===== config.mk =====
export PLATFORM = sky130hd
export DESIGN_NAME = tbdac_debounce
export DESIGN_NICKNAME = d
export VERILOG_FILES = /design/src/design/tbdac_pkg.sv /design/src/design/tbdac_debounce.sv
export SDC_FILE = /design/constraint.sdc
export NUM_CORES = 1
export LEC_CHECK = 0
export BUFFER_PORTS_ARGS = -buffer_cell sky130_fd_sc_hd__buf_2
export CORE_UTILIZATION = 53
export DETAILED_ROUTE_END_ITERATION = 10
export PLACE_DENSITY = 0.76
export SETUP_SLACK_MARGIN = 0.15
export SYNTH_ARGS = -nofsm -noshare
export SYNTH_HDL_FRONTEND = slang
export SYNTH_SLANG_ARGS = --single-unit

===== constraint.sdc =====
create_clock -name clk -period 11.9 [get_ports clk]
set_clock_uncertainty 0.1 [all_clocks]
set_input_delay 1.785 -clock clk [delete_from_list [all_inputs] [get_ports clk]]
set_output_delay 1.785 -clock clk [all_outputs]
set_load 0.03 [all_outputs]

===== src/design/tbdac_pkg.sv =====
// package: widths, reset values and register indexes of the two-button angle control
`default_nettype none

package tbdac_pkg;

    localparam int TIME_W     = 16;
    localparam int ANGLE_W    = 8;
    localparam int CFG_IDX_W  = 2;
    localparam int CFG_DATA_W = 16;

    localparam logic [TIME_W-1:0]  DEBOUNCE_RESET = 16'd50000;
    localparam logic [ANGLE_W-1:0] STEP_RESET     = 8'd10;
    localparam logic [ANGLE_W-1:0] MAX_RESET      = 8'd180;
    localparam logic [ANGLE_W-1:0] ANGLE_RESET    = 8'd90;
    localparam logic [TIME_W-1:0]  TIMER_MAX      = 16'hFFFF;

    // register indexes of the configuration port
    localparam logic [CFG_IDX_W-1:0] CFG_DEBOUNCE_US = 2'd0;
    localparam logic [CFG_IDX_W-1:0] CFG_STEP_SIZE   = 2'd1;
    localparam logic [CFG_IDX_W-1:0] CFG_ANGLE_MAX   = 2'd2;

    typedef struct packed {
        logic [TIME_W-1:0]  debounce_us;
        logic [ANGLE_W-1:0] step_size;
        logic [ANGLE_W-1:0] angle_max;
    } cfg_t;

endpackage

`default_nettype wire


===== src/design/tbdac_debounce.sv =====
// single button debouncer: quiet timer, previous raw level and stable level
`default_nettype none

module tbdac_debounce
    import tbdac_pkg::*;
(
    input  wire logic              clk,
    input  wire logic              rst_n,
    input  wire logic              update,
    input  wire logic              raw,
    input  wire logic [TIME_W-1:0] elapsed_us,
    input  wire logic [TIME_W-1:0] debounce_us,
    output logic                   press
);

    logic              prev_raw_reg;
    logic              stable_reg;
    logic [TIME_W-1:0] quiet_reg;
    logic [TIME_W-1:0] quiet_next;
    logic [TIME_W:0]   quiet_sum;
    logic              take_level;

    // quiet timer: clear on a level change, otherwise accumulate with saturation
    always_comb
    begin
        quiet_sum = {1'b0, quiet_reg} + {1'b0, elapsed_us};
        if (raw != prev_raw_reg)
        begin
            quiet_next = '0;
        end
        else if (quiet_sum[TIME_W])
        begin
            quiet_next = TIMER_MAX;
        end
        else
        begin
            quiet_next = quiet_sum[TIME_W-1:0];
        end
    end

    // accept the raw level once quiet long enough; falling stable level is a press
    assign take_level = (quiet_next >= debounce_us) && (raw != stable_reg);
    assign press      = take_level && !raw;

    always_ff @(posedge clk or negedge rst_n)
    begin
        if (!rst_n)
        begin
            prev_raw_reg <= 1'b1;
            stable_reg   <= 1'b1;
            quiet_reg    <= '0;
        end
        else if (update)
        begin
            prev_raw_reg <= raw;
            quiet_reg    <= quiet_next;
            if (take_level)
            begin
                stable_reg <= raw;
            end
        end
    end

endmodule

`default_nettype wire


-- Word level (Yosys, flattened, before mapping)
Index checks and enable logic that the tools add are counted.
- word-level logic and storage cells: 13
- flip-flop bits (word level): 18
- add/subtract/negate cells: 1
- multiplexer cells: 2
- equal/unequal tests: 2
- reductions and logical operators: 4
- magnitude comparators: 1
- operators by type and width (cell ; count):
    16-bit 2-to-1 mux ; 2
    16-bit by 16-bit adder with 17-bit output ; 1
    16-bit >= comparator ; 1
    1-bit logical AND ; 2
    1-bit != test ; 2
    2-bit AND reduction ; 1
    1-bit zero test ; 1

-- Logic depth before layout (Yosys ltp)
- depth in word-level cells: 6
- mapped depth: 15
- depth with buffers taken out: 15

-- Worst setup path after synthesis
OpenSTA, ideal clock, no wires.
- kind: input to output
- start: input elapsed_us[0]
- end: output press
- path slack: 4.736 ns
- path buffers: 0
- cell stages on the path: 14
- arrival: 5.279 ns
- cell sequence: ha_1 -> fa_1 -> a211oi_2 -> o21ai_2 -> nor3b_1 -> o31ai_1 -> xor2_1 -> a21oi_1 -> ha_1 -> nand4_1 -> or3_1 -> o32ai_1 -> nor2_1 -> nor3b_1
- longest elaborated chain between the ends: 6
- RTL lines (what ; RTL line ; RTL):
    from (decl) ; tbdac_debounce.sv:11 ; input wire logic [TIME_W-1:0] elapsed_us,
    16-bit by 16-bit adder with 17-bit output ; tbdac_debounce.sv:26 ; quiet_sum = {1'b0, quiet_reg} + {1'b0, elapsed_us};
    16-bit 2-to-1 mux ; tbdac_debounce.sv:31 ; else if (quiet_sum[TIME_W])
    16-bit 2-to-1 mux ; tbdac_debounce.sv:27 ; if (raw != prev_raw_reg)
    net quiet_next[14] ; tbdac_debounce.sv:19 ; logic [TIME_W-1:0] quiet_next;
    16-bit >= comparator ; tbdac_debounce.sv:42 ; assign take_level = (quiet_next >= debounce_us) && (raw != stable_reg);
    1-bit logical AND ; tbdac_debounce.sv:42 ;
    1-bit logical AND ; tbdac_debounce.sv:43 ; assign press = take_level && !raw;
    to (decl) ; tbdac_debounce.sv:13 ; output logic press
The timed path passes the listed nets, and every way through them passes these cells.

-- Worst setup path after layout
Ends and elaborated chain as after synthesis.

==> impl_metrics.json <==
{
  "clk_latency_ps": 260,
  "min_period_ps": 7310,
  "cts_resized": 0,
  "synth_most_common_cell": "ha_1",
  "start_util_pct": 55.9,
  "ys.flop_type": "dfrtp_1",
  "cts_buffer_depth": 2,
  "grt_pass1_wl_mm": 7.99,
  "seq_area_frac_synth_pct": 22.0,
  "antenna_found_initial": 0,
  "cpPeakStageDelay_ps": 470,
  "setup_viol_count_final": 0,
  "cp_slowest_cell": "o31a_1",
  "grt-ovfl-total": 0,
  "relSlewSlack_pct": 65.3,
  "final_util_pct": 62.8,
  "maxCapViolCount": 0,
  "power_density_nw_per_um2": 258,
  "outcome": "completed",
  "cts_hold_buf": 0,
  "largest_register_ffs": 16,
  "critical_path_buf_inv_count": 2,
  "fill_cells": 322,
  "rrSetupSlack_ps": 7830,
  "period_share_pct": 61.4,
  "slew_viol_final": 0,
  "drc": 0,
  "cts.sinks": 18,
  "crit_start": "elapsed_us[0]",
  "grt_max_degree": 19,
  "worstPathRequired_ps": 10020,
  "ios": 37,
  "synth-async-reset-ratio_pct": 100,
  "cts_inserted_buffers": 3,
  "crit_family": "compound AO/OA/AOI/OAI gates",
  "cp.depth": 15,
  "fp-row-count": 22,
  "crit_arrival_ps": 5420,
  "vdd_drop_max_uv": 127,
  "diodes": 0,
  "r2r_start": "quiet_reg[0]",
  "synth.top_cells.by_area": "dfrtp_1, ha_1, a21oi_1",
  "yosysUniqueCellTypes": 49,
  "synth-seq-cells": 18,
  "ys_warn_count": 0,
  "synth.net_count": 303,
  "clk_pin_slew_ps": 80,
  "max_freq_ghz": 0.137,
  "io_buffers": 36,
  "reg2reg_depth": 13,
  "avgViaCountPerCell": 5.90,
  "tightest_slew_ps": 520,
  "routabilityCongestion": 0.910,
  "syn_area_per_cell_um2": 8.81,
  "cts_tree": "yes",
  "firstDrtPassIters": 4,
  "holdCritPathClass": "flop to flop",
  "rsz0062_at_grt": "false",
  "power_uw": 598,
  "multi_input_area_um2": 1510,
  "worstPathMaxFanout": 10,
  "drt-total-wl_mm": 4.70,
  "worstSetupPathType": "input pin to output port",
  "dp_hpwl_mm": 3.70,
  "dieArea_um2": 4140,
  "htreeDepth": 1,
  "clockRootBuffer": "clkbuf_8",
  "synth-edff-count": 0,
  "final-hold-violation-count": 0,
  "num-nets-final": 336,
  "preCtsSetupSlack_ps": 4580,
  "die_w_um": 64.4,
  "final_antenna_net_count": 0,
  "start_kind": "input pin",
  "core_um2": 3690,
  "regArea_um2": 453,
  "rr_endpoint": "stable_reg",
  "synth_top_cell_area_share_pct": 19.4,
  "post_cts_buffers": 0,
  "endpoint": "press",
  "synth_top_cells_by_count": "ha_1, a21oi_1, dfrtp_1",
  "wire_per_inst_um": 15.0,
  "die_h_um": 64.4,
  "fin_tns_setup_ps": 0,
  "grt_pass1_vias": 1757,
  "yosys.area.top_type": "dfrtp_1",
  "timing.final.ws_setup_ps": 4590,
  "synthesis.area_um2": 2060,
  "crit_chain": "buf_2 -> ha_1 -> fa_1 -> a211oi_2 -> o21ai_2 -> a31oi_4 -> o31a_1 -> a21oi_1 -> ha_1 -> nand4_1 -> or3_1 -> o32ai_1 -> nor2_1 -> nor3b_1 -> buf_2",
  "grt.total_usage_pct": 24.8,
  "leakage_nw": 1.15,
  "cp-end-kind": "output port",
  "synthCells": 234,
  "drive_gt1_share_pct": 23.3,
  "first_iter_violations": 116,
  "area_delta_synth_final_pct": 12.3,
  "vias": 1852
}
cells in the final DEF (no fill, tap or decap), types with 4 or more instances in the layout:
cell type	netlist	final
buf_2	3	36
ha_1	32	32
a21oi_1	28	28
dfrtp_1	16	16
inv_1	15	15
o21ai_0	14	14
nor2_1	14	14
nand2_1	13	13
a21o_1	12	12
nand4_1	7	7
xor2_1	7	7
a21oi_2	6	6
xnor2_1	5	5
o2bb2ai_1	5	5
o21ai_1	4	4
clkbuf_8	0	4
cells by family (layout without fill, tap and decap cells):
kind of cell             count (synthesis)  after routing  share of synthesized area (%)
AO/OA/AOI/OAI                           92             92                           30.7
AND/OR/NAND/NOR                         47             47                           11.2
adder cells (fa/ha/maj)                 33             33                           20.4
buffers and inverters                   24             56                           4.92
flip-flops                              18             18                           22.0
XOR/XNOR                                13             13                           6.44
multiplexers                             7              7                           4.37
worst reg2reg max path: stages (launching register included):
cell and delay [ps]:
dfrtp_1 390, ha_1 230, fa_1 440, a211oi_2 230
o21ai_2 110, a31oi_4 300, o31a_1 470, a21oi_1 140
ha_1 330, nand4_1 130, or3_1 380, o32ai_1 280
o21ai_1 130, mux2_1 320
routing by layer:
metal	vias to the layer above	track usage, %	share of wire, %
met5	-	0	0
met4	0	6.11	0.98
met3	6	4.11	5.4
li1	935	-	-
met2	47	40.8	46
met1	864	33.7	48
report_power, final:
group	internal (mW)	switching (mW)	leakage, nW
Combinational	0.178	0.257	0.901
Sequential	0.0906	0.0185	0.218
Clock	0.0295	0.0239	0.0288
stage by stage:
stage	hold slack (ps)	cells	area, um2
global placement	376	310	2260
detailed placement	381	310	2260
global route	420	314	2310
finish	398	314	2310
floorplan	359	234	2060
CTS	402	314	2310
layout make-up:
type | instances | share of cell area, %
clock buffers | 4 | 2.38
inverters | 16 | 2.59
multi-input cells | 192 | 65.1
flip-flops and latches | 18 | 19.6
well taps | 48 | 2.59
repair buffers | 36 | 7.78
worst min-delay path by stage:
stage,from,depth (start not counted),to
6_report,quiet_reg[7],1,quiet_reg[7]
5_1_grt,quiet_reg[8],1,quiet_reg[8]
4_1_cts,quiet_reg[11],1,quiet_reg[11]
3_5_place_dp,quiet_reg[7],1,quiet_reg[7]
3_3_place_gp,quiet_reg[9],1,quiet_reg[9]
2_1_floorplan,quiet_reg[11],1,quiet_reg[11]
Power figures use the tool's default switching activity.
