### src/design/tbdac_pkg.sv
// package: widths, reset values and register indexes of the two-button angle control
`default_nettype none

package tbdac_pkg;

    localparam int TIME_W     = 16;
    localparam int ANGLE_W    = 8;
    localparam int CFG_IDX_W  = 2;
    localparam int CFG_DATA_W = 16;

    localparam logic [TIME_W-1:0]  DEBOUNCE_RESET = 16'd50000;
    localparam logic [ANGLE_W-1:0] STEP_RESET     = 8'd10;
    localparam logic [ANGLE_W-1:0] MAX_RESET      = 8'd180;
    localparam logic [ANGLE_W-1:0] ANGLE_RESET    = 8'd90;
    localparam logic [TIME_W-1:0]  TIMER_MAX      = 16'hFFFF;

    // register indexes of the configuration port
    localparam logic [CFG_IDX_W-1:0] CFG_DEBOUNCE_US = 2'd0;
    localparam logic [CFG_IDX_W-1:0] CFG_STEP_SIZE   = 2'd1;
    localparam logic [CFG_IDX_W-1:0] CFG_ANGLE_MAX   = 2'd2;

    typedef struct packed {
        logic [TIME_W-1:0]  debounce_us;
        logic [ANGLE_W-1:0] step_size;
        logic [ANGLE_W-1:0] angle_max;
    } cfg_t;

endpackage

`default_nettype wire

### src/design/tbdac_angle.sv
// angle register with step add/subtract and clamp to 0..angle_max
`default_nettype none

module tbdac_angle
    import tbdac_pkg::*;
(
    input  wire logic               clk,
    input  wire logic               rst_n,
    input  wire logic               update,
    input  wire logic               up_press,
    input  wire logic               down_press,
    input  wire cfg_t               cfg,
    output logic [ANGLE_W-1:0]      angle_next
);

    localparam int SUM_W = ANGLE_W + 2;

    logic [ANGLE_W-1:0]      angle_reg;
    logic signed [SUM_W-1:0] step_ext;
    logic signed [SUM_W-1:0] max_ext;
    logic signed [SUM_W-1:0] angle_sum;

    // signed sum of the step moves, then clamp
    always_comb
    begin
        step_ext  = $signed({2'b00, cfg.step_size});
        max_ext   = $signed({2'b00, cfg.angle_max});
        angle_sum = $signed({2'b00, angle_reg});
        if (up_press)
        begin
            angle_sum = angle_sum + step_ext;
        end
        if (down_press)
        begin
            angle_sum = angle_sum - step_ext;
        end
        if (angle_sum > max_ext)
        begin
            angle_next = cfg.angle_max;
        end
        else if (angle_sum < 0)
        begin
            angle_next = '0;
        end
        else
        begin
            angle_next = angle_sum[ANGLE_W-1:0];
        end
    end

    always_ff @(posedge clk or negedge rst_n)
    begin
        if (!rst_n)
        begin
            angle_reg <= ANGLE_RESET;
        end
        else if (update)
        begin
            angle_reg <= angle_next;
        end
    end

endmodule

`default_nettype wire

### config.mk
export PLATFORM = sky130hd
export DESIGN_NAME = tbdac_angle
export DESIGN_NICKNAME = d
export VERILOG_FILES = /design/src/design/tbdac_pkg.sv /design/src/design/tbdac_angle.sv
export SDC_FILE = /design/constraint.sdc
export NUM_CORES = 1
export LEC_CHECK = 0
export ABC_AREA = 1
export BUFFER_PORTS_ARGS = -buffer_cell sky130_fd_sc_hd__buf_2
export CAP_MARGIN = 25
export CORE_MARGIN = 2
export CORE_UTILIZATION = 30
export CTS_BUF_LIST = sky130_fd_sc_hd__clkbuf_4 sky130_fd_sc_hd__clkbuf_8 sky130_fd_sc_hd__clkbuf_16
export DETAILED_ROUTE_END_ITERATION = 10
export HOLD_SLACK_MARGIN = 0.05
export PLACE_DENSITY = 0.57
export SYNTH_ARGS = -nofsm -noshare
export SYNTH_HDL_FRONTEND = slang
export SYNTH_SLANG_ARGS = --single-unit
### constraint.sdc
create_clock -name clk -period 3.8 [get_ports clk]
set_clock_uncertainty 0.05 [all_clocks]
set_input_delay 0 -clock clk [delete_from_list [all_inputs] [get_ports clk]]
set_output_delay 0 -clock clk [all_outputs]
set_load 0.1 [all_outputs]
# Yosys cells after proc, flatten, opt, wreduce, memory -nomap -nowiden
# Index checks and enable logic that the tools add are counted.
word_totals:
  ff_bits: 8
  input_bits: 37
  output_inout_bits: 8
  elab_cells: 9
classes:
  add_sub_neg: 2
  magnitude_cmp: 2
  muxes: 4
ops:
  columns: ["op", "n"]
  rows:
  - ["2-to-1 mux 8 bit", 2]
  - ["> comparator 10 x 9 -> 1 bit", 1]
  - ["less-than comparator 10 x 1 -> 1 bit, second input constant", 1]
  - ["2-to-1 mux 10 bit", 1]
  - ["subtractor 10 x 9 -> 10 bit", 1]
  - ["adder 8 x 8 -> 9 bit", 1]
  - ["2-to-1 mux 9 bit", 1]

# Longest topological paths before layout
# Gate-level depths: netlist of the first run.
depth:
  depth_word: 7
  depth_mapped: 31

# Worst setup path after synthesis of the first run
# Ideal clock, no wire load.
synth_timing:
  kind: "reg2reg"
  start: "register angle_reg[1]"
  end: "register angle_reg[0]"
  arrival_ps: 4005
  t_required_ps: 3684
  slack_ps: -321
  stages_incl_launch_ff: 26
  n_path_buf: 0
  cell_sequence: "dfstp_2 inv_1 fa_1 inv_1 nand4_1 nand4_1 nand3_1 and2_1 ha_1 a21o_1 nor2_1 nand2_1 or2_2 nand3_1 nand2_1 ha_1 nand2_1 inv_1 nand4_1 nand2_1 nand3_4 nor2_8 nand2_1 nand2_2 nand2_1 nand2_1"
synth_between:
  elab_chain_len: 7
  elab_cells_between_ends: 8
synth_rtl:
  columns: ["item", "line", "source"]
  rows:
  - ["start, declared", "tbdac_angle.sv:18", "logic [ANGLE_W-1:0] angle_reg;"]
  - ["start signal, assigned", "tbdac_angle.sv:59", "angle_reg <= angle_next;"]
  - ["adder 8 x 8 -> 9 bit", "tbdac_angle.sv:31", "angle_sum = angle_sum + step_ext;"]
  - ["2-to-1 mux 9 bit *", "tbdac_angle.sv:29", "if (up_press)"]
  - ["subtractor 10 x 9 -> 10 bit", "tbdac_angle.sv:35", "angle_sum = angle_sum - step_ext;"]
  - ["2-to-1 mux 10 bit *", "tbdac_angle.sv:33", "if (down_press)"]
  - ["less-than comparator 10 x 1 -> 1 bit", "tbdac_angle.sv:41", "else if (angle_sum < 0)"]
  - ["2-to-1 mux 8 bit", "tbdac_angle.sv:41", null]
  - ["2-to-1 mux 8 bit *", "tbdac_angle.sv:37", "if (angle_sum > max_ext)"]
  - ["net angle_next[0]", "tbdac_angle.sv:13", "output logic [ANGLE_W-1:0] angle_next"]
# The timed path passes the listed nets; every way through them passes the cells marked *.
# A chain may end at the register's enable or synchronous reset.

# Worst setup path after layout of the first run
layout_timing:
  start: "register angle_reg[1]"
  end: "output port angle_next[0]"
layout_between:
  elab_chain_len: 7
  elab_cells_between_ends: 8
layout_rtl:
  columns: ["item", "line"]
  rows:
  - ["adder 8 x 8 -> 9 bit", "tbdac_angle.sv:31"]
  - ["2-to-1 mux 9 bit *", "tbdac_angle.sv:29"]
  - ["subtractor 10 x 9 -> 10 bit", "tbdac_angle.sv:35"]
  - ["2-to-1 mux 10 bit *", "tbdac_angle.sv:33"]
  - ["less-than comparator 10 x 1 -> 1 bit", "tbdac_angle.sv:41"]
  - ["2-to-1 mux 8 bit", "tbdac_angle.sv:41"]
  - ["2-to-1 mux 8 bit *", "tbdac_angle.sv:37"]
  - ["end, declared", "tbdac_angle.sv:13"]
# Mark *: on every way between the ends. The rest lies on a longest branch, timed or not.

==> summary.md, run 1 <==
| Metric | Value |
|---|---|
| Vias in the first global route | 2016 |
| Final WS setup | -0.310 ns |
| # clock sinks | 8 |
| Die H | 79.4 microns |
| FF-to-FF Start | angle_reg[1] |
| Max-slew violation count | 0 |
| Worst min path class | in -> async |
| Total number of vias | 2035 |
| Post-route DRC | 0 |
| Post-synth top area share | 23.1% |
| Global route hottest layer | met2 |
| Highest Clock Rate | 243 MHz |
| RSZ-0062 raised after global routing | yes |
| Port Buffers | 28 |
| Final critical-path required period | 4.11 ns |
| Final period util | 108% |
| Slew @ Worst Pin | 0.522 ns |
| Sequential fraction of the synthesis area | 12.0% |
| Dpl hpwl | 4.42 mm |
| Async SR Flop Fraction | 100% |
| Worst Path Arrival | 4.06 ns |
| Vias per cell | 4.56 |
| CTS tree | yes |
| Cell row count | 27 |
| Synth-to-Final Area Change | 80.9% |
| Syn Area/Cell | 6.00 sq um |
| Num CTS Buffers | 3 |
| Largest net degree at the start of global routing | 14 |
| GR met3 Demand/Resource | 2.60% |
| Pre-antenna DRT Iters | 4 |
| Clock transition at path regs | 0.04 ns |
| Max cap viols | 0 |
| Final Setup Violations | 16 |
| Top cells by area, synth | nand2_1, ha_1, inv_1 |
| Status | finished with violations |
| Post-route ant nets | 0 |
| Endpoint type of the worst setup path | primary output |
| Cell Area, Synth | 0.00171 sq mm |
| Worst slew margin | 64.8% |
| Antenna cell count | 0 |
| CP max FO | 5 |
| Met2 Usage GRT | 33.8% |
| Fraction of layout cells with a size suffix above 1 | 49.7% |
| Crit path launch | angle_reg[1] |
| Max Root-Sink Buffers | 2 |
| CP Launch Type | flop |
| Top Ports | 45 |
| Initial antenna violation count | 0 |
| Post-place setup slack | -0.266 ns |
| Iteration-0 DRC Markers | 60 |
| Placed Area | 0.00257 sq mm |
| Grt met1 use | 23.5% |
| Main flop type after synthesis | dfstp_2 |
| H-tree levels | 1 |
| Worst skew pair latency | 0.22 ns |
| Final hold viol count | 0 |
| Die Wd | 79.4 microns |
| Critical path type | reg -> out |
| Warnings, synthesis | 0 |
| Die area | 0.00630 sq mm |
| Failing checks | setup timing |
| Post-synthesis cell count | 284 |
| GRT overflow | 0 |
| Gr usage total | 18.4% |
| Most common cell after layout, fill and taps aside | nand2_1 |
| Initial core utilization | 31.0% |
| Cell taking the most area after synthesis | nand2_1 |
| Synth Register Bits | 8 |
| Number of library cell types mapped by synthesis | 30 |
| Post-synthesis net count | 347 |
| First-pass GRT wire length | 9.19 mm |
| Most frequent cells in the layout | nand2_1, buf_4, inv_1, nand2_2, buf_2 |
| GPL Wtd Cong | 0.826 |
| CTS root buf | clkbuf_8 |
| Max reg flops | 8 |
| Setup tns final | -3.13 ns |
| R2r worst-path depth | 29 |
| Post-synth EDFFs | 0 |
| Core box area | 0.00551 sq mm |
| Cell area after layout | 0.00309 sq mm |
| WL/cell | 12.4 microns |
| Routed WL | 5.54 mm |
| Utilization after layout | 56.0% |
| Critical path required time | 3.75 ns |
| Fin nets | 439 |
-- per-layer routing --
| layer | wire [microns] | vias up |
|---|---|---|
| met5 | 0 | - |
| met4 | 32 | 0 |
| met3 | 224 | 4 |
| met2 | 2850 | 34 |
| met1 | 2430 | 931 |
| li1 | - | 1066 |
-- cells by family (layout without fill, tap and decap cells) --
family,Yosys count,in the layout,synth area share (%)
XOR/XNOR,6,6,3.08
buffers and inverters,57,147,13.4
adder cells (fa/ha/maj),26,26,20.0
flip-flops,8,8,12.0
AO/OA/AOI/OAI,19,19,6.16
AND/OR/NAND/NOR,167,167,44.8
multiplexers,1,1,0.587
-- cell usage after synthesis (2+ instances only) --
master and number:
xnor2_1 2, o21ai_0 8, inv_1 53, nand2_1 105, dfrtp_1 4, ha_1 24
nand4_1 4, nor2_1 8, nand2_2 14, a21oi_1 7, and2_1 2, dfstp_2 4
fa_1 2, xor2_1 4, or2_2 5, nand3_1 24
-- stage by stage --
step           cells  hold slack, ns
3_3_place_gp     422          -0.202
6_report         446          0.0944
3_5_place_dp     422          -0.201
4_1_cts          434          0.0956
5_1_grt          446           0.111
2_1_floorplan    284          -0.346
-- layout make-up --
type / count / area (sq um)
fill: 518 / 2420
multi-input combinational: 219 / 1780
timing repair buffer: 90 / 766
sequential: 8 / 205
inverter: 54 / 205
tap: 72 / 90.1
clock buffer: 3 / 41.3
-- what timing repair did --
action / in CTS / in global routing
hold buffers: 2 / 0
buffers inserted: 7 / 12
setup endpoints to repair: 16 / 16
gates resized for setup: 32 / 33
endpoints found under the hold margin: 12 / 0
pin swaps: 19 / 20
-- critical path, cell delays in order (launching register included) --
cell and delay, ns:
dfstp_2 0.60, inv_2 0.05, fa_2 0.36, inv_2 0.08
nand4_1 0.11, nand3_1 0.11, nand2_1 0.06, nand3_2 0.07
and2_4 0.15, ha_4 0.20, a21o_1 0.15, nor2_1 0.10
nand2_1 0.07, or2_4 0.24, nand3_4 0.07, nand2_4 0.06
ha_4 0.27, nand2_2 0.05, inv_2 0.05, nand4_1 0.09
nand2_2 0.10, nand3_4 0.12, nor2_8 0.19, buf_12 0.15
nand2_4 0.06, nand2_8 0.10, buf_12 0.17
-- worst paths after layout --
path,end,slack (ns)
setup / recovery,angle_next[0],-0.31
hold / removal,angle_reg[7],0.09
setup reg to reg,angle_reg[0],-0.27
hold reg to reg,angle_reg[6],0.45
max in group asynchronous,angle_reg[3],3.37
min in group clk,angle_reg[1],0.11
Power of run 1 is left out: the tool's default activity adds up to more than one toggle a clock period on the data nets, which glitch-free logic cannot reach.
==> inputs of run 2 (changes only) <==
- CORE_ASPECT_RATIO: unset -> 1.25
- CORE_UTILIZATION: 30 -> 40
- CTS_BUF_LIST: sky130_fd_sc_hd__clkbuf_4 sky130_fd_sc_hd__clkbuf_8 sky130_fd_sc_hd__clkbuf_16 -> sky130_fd_sc_hd__clkbuf_8
- PLACE_DENSITY: 0.57 -> 0.71
==> summary.md, run 2 (synthesis gave the netlist of run 1 again) <==
| Metric | Value |
|---|---|
| Gr usage total | 21.1% |
| Critical path required time | 3.75 ns |
| Slew @ Worst Pin | 0.735 ns |
| R2r worst-path depth | 28 |
| CTS tree | yes |
| Pre-antenna DRT Iters | 4 |
| GR met3 Demand/Resource | 1.91% |
| CP Launch Type | flop |
| Num CTS Buffers | 3 |
| Final hold slack | 0.101 ns |
| Worst slew margin | 50.5% |
| Status | finished with violations |
| Largest net degree at the start of global routing | 14 |
| Worst min path class | in -> async |
| Vias in the first global route | 2014 |
| H-tree levels | 1 |
| GRT overflow | 0 |
| Final Setup Violations | 16 |
| Post-route ant nets | 0 |
| FF-to-FF Start | angle_reg[0] |
| Most frequent cells in the layout | nand2_1, inv_1, buf_4, buf_2, ha_1 |
| Endpoint type of the worst setup path | primary output |
| Highest Clock Rate | 243 MHz |
| Worst skew pair latency | 0.23 ns |
| CP bufs+invs | 5 |
| Total number of vias | 1987 |
| Failing checks | setup timing |
| Crit path max-delay cell type | fa_2 |
| Fin nets | 423 |
| Delay-heaviest family, CP | simple AND/OR/NAND/NOR gates |
| Worst Path Arrival | 4.06 ns |
| Core box area | 0.00410 sq mm |
| Routed WL | 4.99 mm |
| CP max FO | 5 |
| Top Ports | 45 |
| WL/cell | 12.1 microns |
| GPL Wtd Cong | 0.882 |
| Max Root-Sink Buffers | 2 |
| Setup tns final | -3.07 ns |
| Initial core utilization | 41.6% |
| # clock sinks | 8 |
| Die area | 0.00480 sq mm |
| Die H | 77 microns |
| Final WS setup | -0.309 ns |
| Post-route DRC | 0 |
| Most frequent CP cell | nand2_2 |
| Synth-to-Final Area Change | 64.3% |
| Max cap viols | 0 |
| Global route hottest layer | met2 |
| Met2 Usage GRT | 40.1% |
| Antenna cell count | 0 |
| Slowest stage delay, CP | 0.37 ns |
| Final critical-path required period | 4.11 ns |
| Iteration-0 DRC Markers | 92 |
| Grt met1 use | 24.4% |
| Clock transition at path regs | 0.05 ns |
| Post-place setup slack | -0.132 ns |
| RSZ-0062 raised after global routing | yes |
| Initial antenna violation count | 0 |
| First-pass GRT wire length | 8.38 mm |
| Crit path launch | angle_reg[0] |
| Max reg flops | 8 |
| Worst R2R Setup Slack | -0.25 ns |
| Dpl hpwl | 3.95 mm |
| Die Wd | 62.4 microns |
| Max-slew violation count | 0 |
| Most common cell after layout, fill and taps aside | nand2_1 |
| R2r endpoint | angle_reg[0] |
| Final hold viol count | 0 |
| Final period util | 108% |
| CTS root buf | clkbuf_8 |
| Vias per cell | 4.80 |
| Critical path type | reg -> out |
| Fraction of layout cells with a size suffix above 1 | 42.5% |
| Cell row count | 26 |
| Port Buffers | 28 |
run 2: cell types whose count changed in the layout (fill, tap and decap cells not counted), moves of 4 or more:
cell     before  now
buf_4        53   42
buf_6         6    0
ha_4          9    4
ha_1         14   18
nand2_1      81   85
run 2: area by class of cell:
class	count	area [sq um]
Fill cell	362	1300
Clock buffer	3	41.3
Sequential cell	8	205
Inverter	54	205
Timing Repair Buffer	74	636
Multi-Input combinational cell	219	1650
Tap cell	56	70.1
run 2: worst register-to-register path: cells and delay by family, from the launching register on:
family | cells | cell delay, ns
adder cells (fa/ha/maj) | 4 | 1.13
XOR/XNOR | 1 | 0.15
AO/OA/AOI/OAI | 2 | 0.33
AND/OR/NAND/NOR | 15 | 1.37
buffers and inverters | 6 | 0.62
flip-flops | 1 | 0.35
run 2: per-stage QoR:
| step | instances | instance area [sq um] | util, % |
|---|---|---|---|
| 2_1_floorplan | 284 | 1930 | - |
| 3_3_place_gp | 400 | 2520 | 61.5 |
| 3_5_place_dp | 400 | 2520 | 61.5 |
| 4_1_cts | 409 | 2670 | 65.0 |
| 5_1_grt | 414 | 2800 | 68.4 |
| 6_report | 414 | 2800 | 68.4 |
run 2: worst max-delay path by stage:
| stage | cells past startpoint | end | slack (ns) |
|---|---|---|---|
| 2_1_floorplan | 28 | angle_reg[2] | -0.06 |
| 3_3_place_gp | 28 | angle_next[0] | -0.11 |
| 3_5_place_dp | 29 | angle_reg[0] | -0.13 |
| 4_1_cts | 29 | angle_next[2] | -0.29 |
| 5_1_grt | 27 | angle_next[0] | -0.58 |
| 6_report | 25 | angle_next[0] | -0.31 |
run 2: routing by layer:
layer	wire length (microns)	vias to the layer above
li1	-	1034
met1	2080	897
met2	2640	43
met3	160	13
met4	108	0
met5	0	-
run 2: repair_timing:
item,4_1_cts,5_1_grt
pin swaps,18,21
setup endpoints to repair,16,16
endpoints found under the hold margin,12,0
hold buffers,2,0
gates resized for setup,16,23
setup buffers,4,5
Power of run 2 is left out for the same reason.
==> inputs of run 3 (changes only) <==
- PLACE_DENSITY: 0.71 -> 0.68
- clock period: 3.8 -> 4.5 ns (I/O delays scaled with it)
==> summary.md, run 3 (synthesis gave the netlist of run 1 again) <==
| Metric | Value |
|---|---|
| Routed WL | 4.15 mm |
| FF-to-FF Start | angle_reg[0] |
| RSZ-0062 raised after global routing | yes |
| Final hold viol count | 0 |
| Total number of vias | 1790 |
| WL/cell | 11.0 microns |
| Initial antenna violation count | 0 |
| Post-place setup slack | 0.279 ns |
| CP max FO | 8 |
| Slew @ Worst Pin | 0.409 ns |
| CTS tree | yes |
| Status | finished, final reports clean |
| GPL Wtd Cong | 0.866 |
| Max Root-Sink Buffers | 2 |
| Placed cells | 365 |
| Antenna cell count | 0 |
| CP Launch Type | flop |
| Worst R2R Setup Slack | 0.40 ns |
| Iteration-0 DRC Markers | 48 |
| Largest net degree at the start of global routing | 14 |
| Final critical-path required period | 4.19 ns |
| Final WS setup | 0.308 ns |
| Endpoint type of the worst setup path | primary output |
| Setup tns final | 0 ns |
| GRT overflow | 0 |
| First-pass GRT wire length | 7.00 mm |
| Utilization after layout | 53.8% |
| Top Ports | 45 |
| Port Buffers | 28 |
| Critical path required time | 4.45 ns |
| Pre-antenna DRT Iters | 4 |
| Worst slew margin | 72.4% |
| H-tree levels | 1 |
| Core box area | 0.00410 sq mm |
| Initial core utilization | 41.6% |
| Die H | 77 microns |
| Final period util | 93.1% |
| Worst Path Arrival | 4.14 ns |
| Max cap viols | 0 |
| Die area | 0.00480 sq mm |
| Cell row count | 26 |
| Fin nets | 387 |
| Post-route DRC | 0 |
| Critical path type | reg -> out |
| HP Start | cfg[4] |
| Clock transition at path regs | 0.04 ns |
| Crit path launch | angle_reg[0] |
| Highest Clock Rate | 239 MHz |
| Die Wd | 62.4 microns |
| Max-slew violation count | 0 |
| Dpl hpwl | 3.39 mm |
| Most common cell after layout, fill and taps aside | nand2_1 |
| Fill cells | 439 |
| Final Non-Filler Cells | 378 |
| Synth-to-Final Area Change | 29.3% |
| Gr usage total | 17.8% |
| Post-route ant nets | 0 |
| Vias per cell | 4.74 |
| # clock sinks | 8 |
| Most frequent cells in the layout | nand2_1, inv_1, nand3_1, ha_1, buf_2 |
| Worst skew pair latency | 0.22 ns |
| Worst min path class | in -> reg |
| Fraction of layout cells with a size suffix above 1 | 25.5% |
| Vias in the first global route | 1644 |
| Final Setup Violations | 0 |
| Max reg flops | 8 |
| CTS root buf | clkbuf_8 |
| Num CTS Buffers | 3 |
==> run 3: changes by cell type in the layout (fill, tap and decap cells not counted), sizes merged <==
cell and delta:
buf -36
==> run 3: repair_timing <==
action                     in CTS  in global routing
hold endpoints to repair       16                  0
hold buffers                    2                  0
setup endpoints to repair       0                 16
gates resized for setup         0                 18
setup buffers                   0                  8
==> run 3: metal layers <==
layer  vias up  track usage, %  part of all wire, %
met5         -               0                    0
met4         0            6.22                 0.77
met3         4            2.35                  2.9
met2        28            33.1                   53
met1       795            20.5                   43
li1        963               -                    -
==> run 3: path summary, 6_finish.rpt <==
| kind | endpoint | cells after the start |
|---|---|---|
| max | angle_next[0] | 27 |
| min | angle_reg[4] | 5 |
| max reg2reg | angle_reg[0] | 29 |
| min reg2reg | angle_reg[6] | 2 |
| max in group asynchronous | angle_reg[6] | 2 |
| min in group asynchronous | angle_reg[2] | 2 |
==> run 3: layout make-up <==
class | instances | area [sq um] | area share, %
multi-input cells | 219 | 1340 | 60.9
repair buffers | 38 | 340 | 15.4
flip-flops and latches | 8 | 205 | 9.31
inverters | 54 | 205 | 9.31
well taps | 56 | 70.1 | 3.18
clock buffers | 3 | 41.3 | 1.87
==> run 3: through the flow <==
| stage | hold slack [ns] | cell area, sq um |
|---|---|---|
| 6_report | 0.0993 | 2200 |
| 2_1_floorplan | -0.346 | 1710 |
| 5_1_grt | 0.137 | 2200 |
| 4_1_cts | 0.101 | 2070 |
| 3_5_place_dp | -0.200 | 2010 |
| 3_3_place_gp | -0.202 | 2010 |
==> run 3: critical path, cell delays in order, from the launching register on <==
cell and delay (ns):
dfrtp_1 0.42, ha_4 0.15, inv_1 0.05, fa_2 0.37, inv_2 0.08, nand3_2 0.07
nand2_2 0.07, nand2_1 0.05, nand3_1 0.06, o21ai_1 0.09, ha_1 0.36, a21oi_2 0.18
nor2_1 0.05, nor2_1 0.07, nand2_1 0.07, or2_2 0.27, nand3_1 0.09, nand2_2 0.09
ha_4 0.28, nand2_1 0.05, inv_1 0.07, nand4_1 0.12, nand2_1 0.12, nand3_4 0.12
nor2_8 0.22, nand2_2 0.07, nand2_2 0.11, buf_12 0.18
Power of run 3 is left out for the same reason.
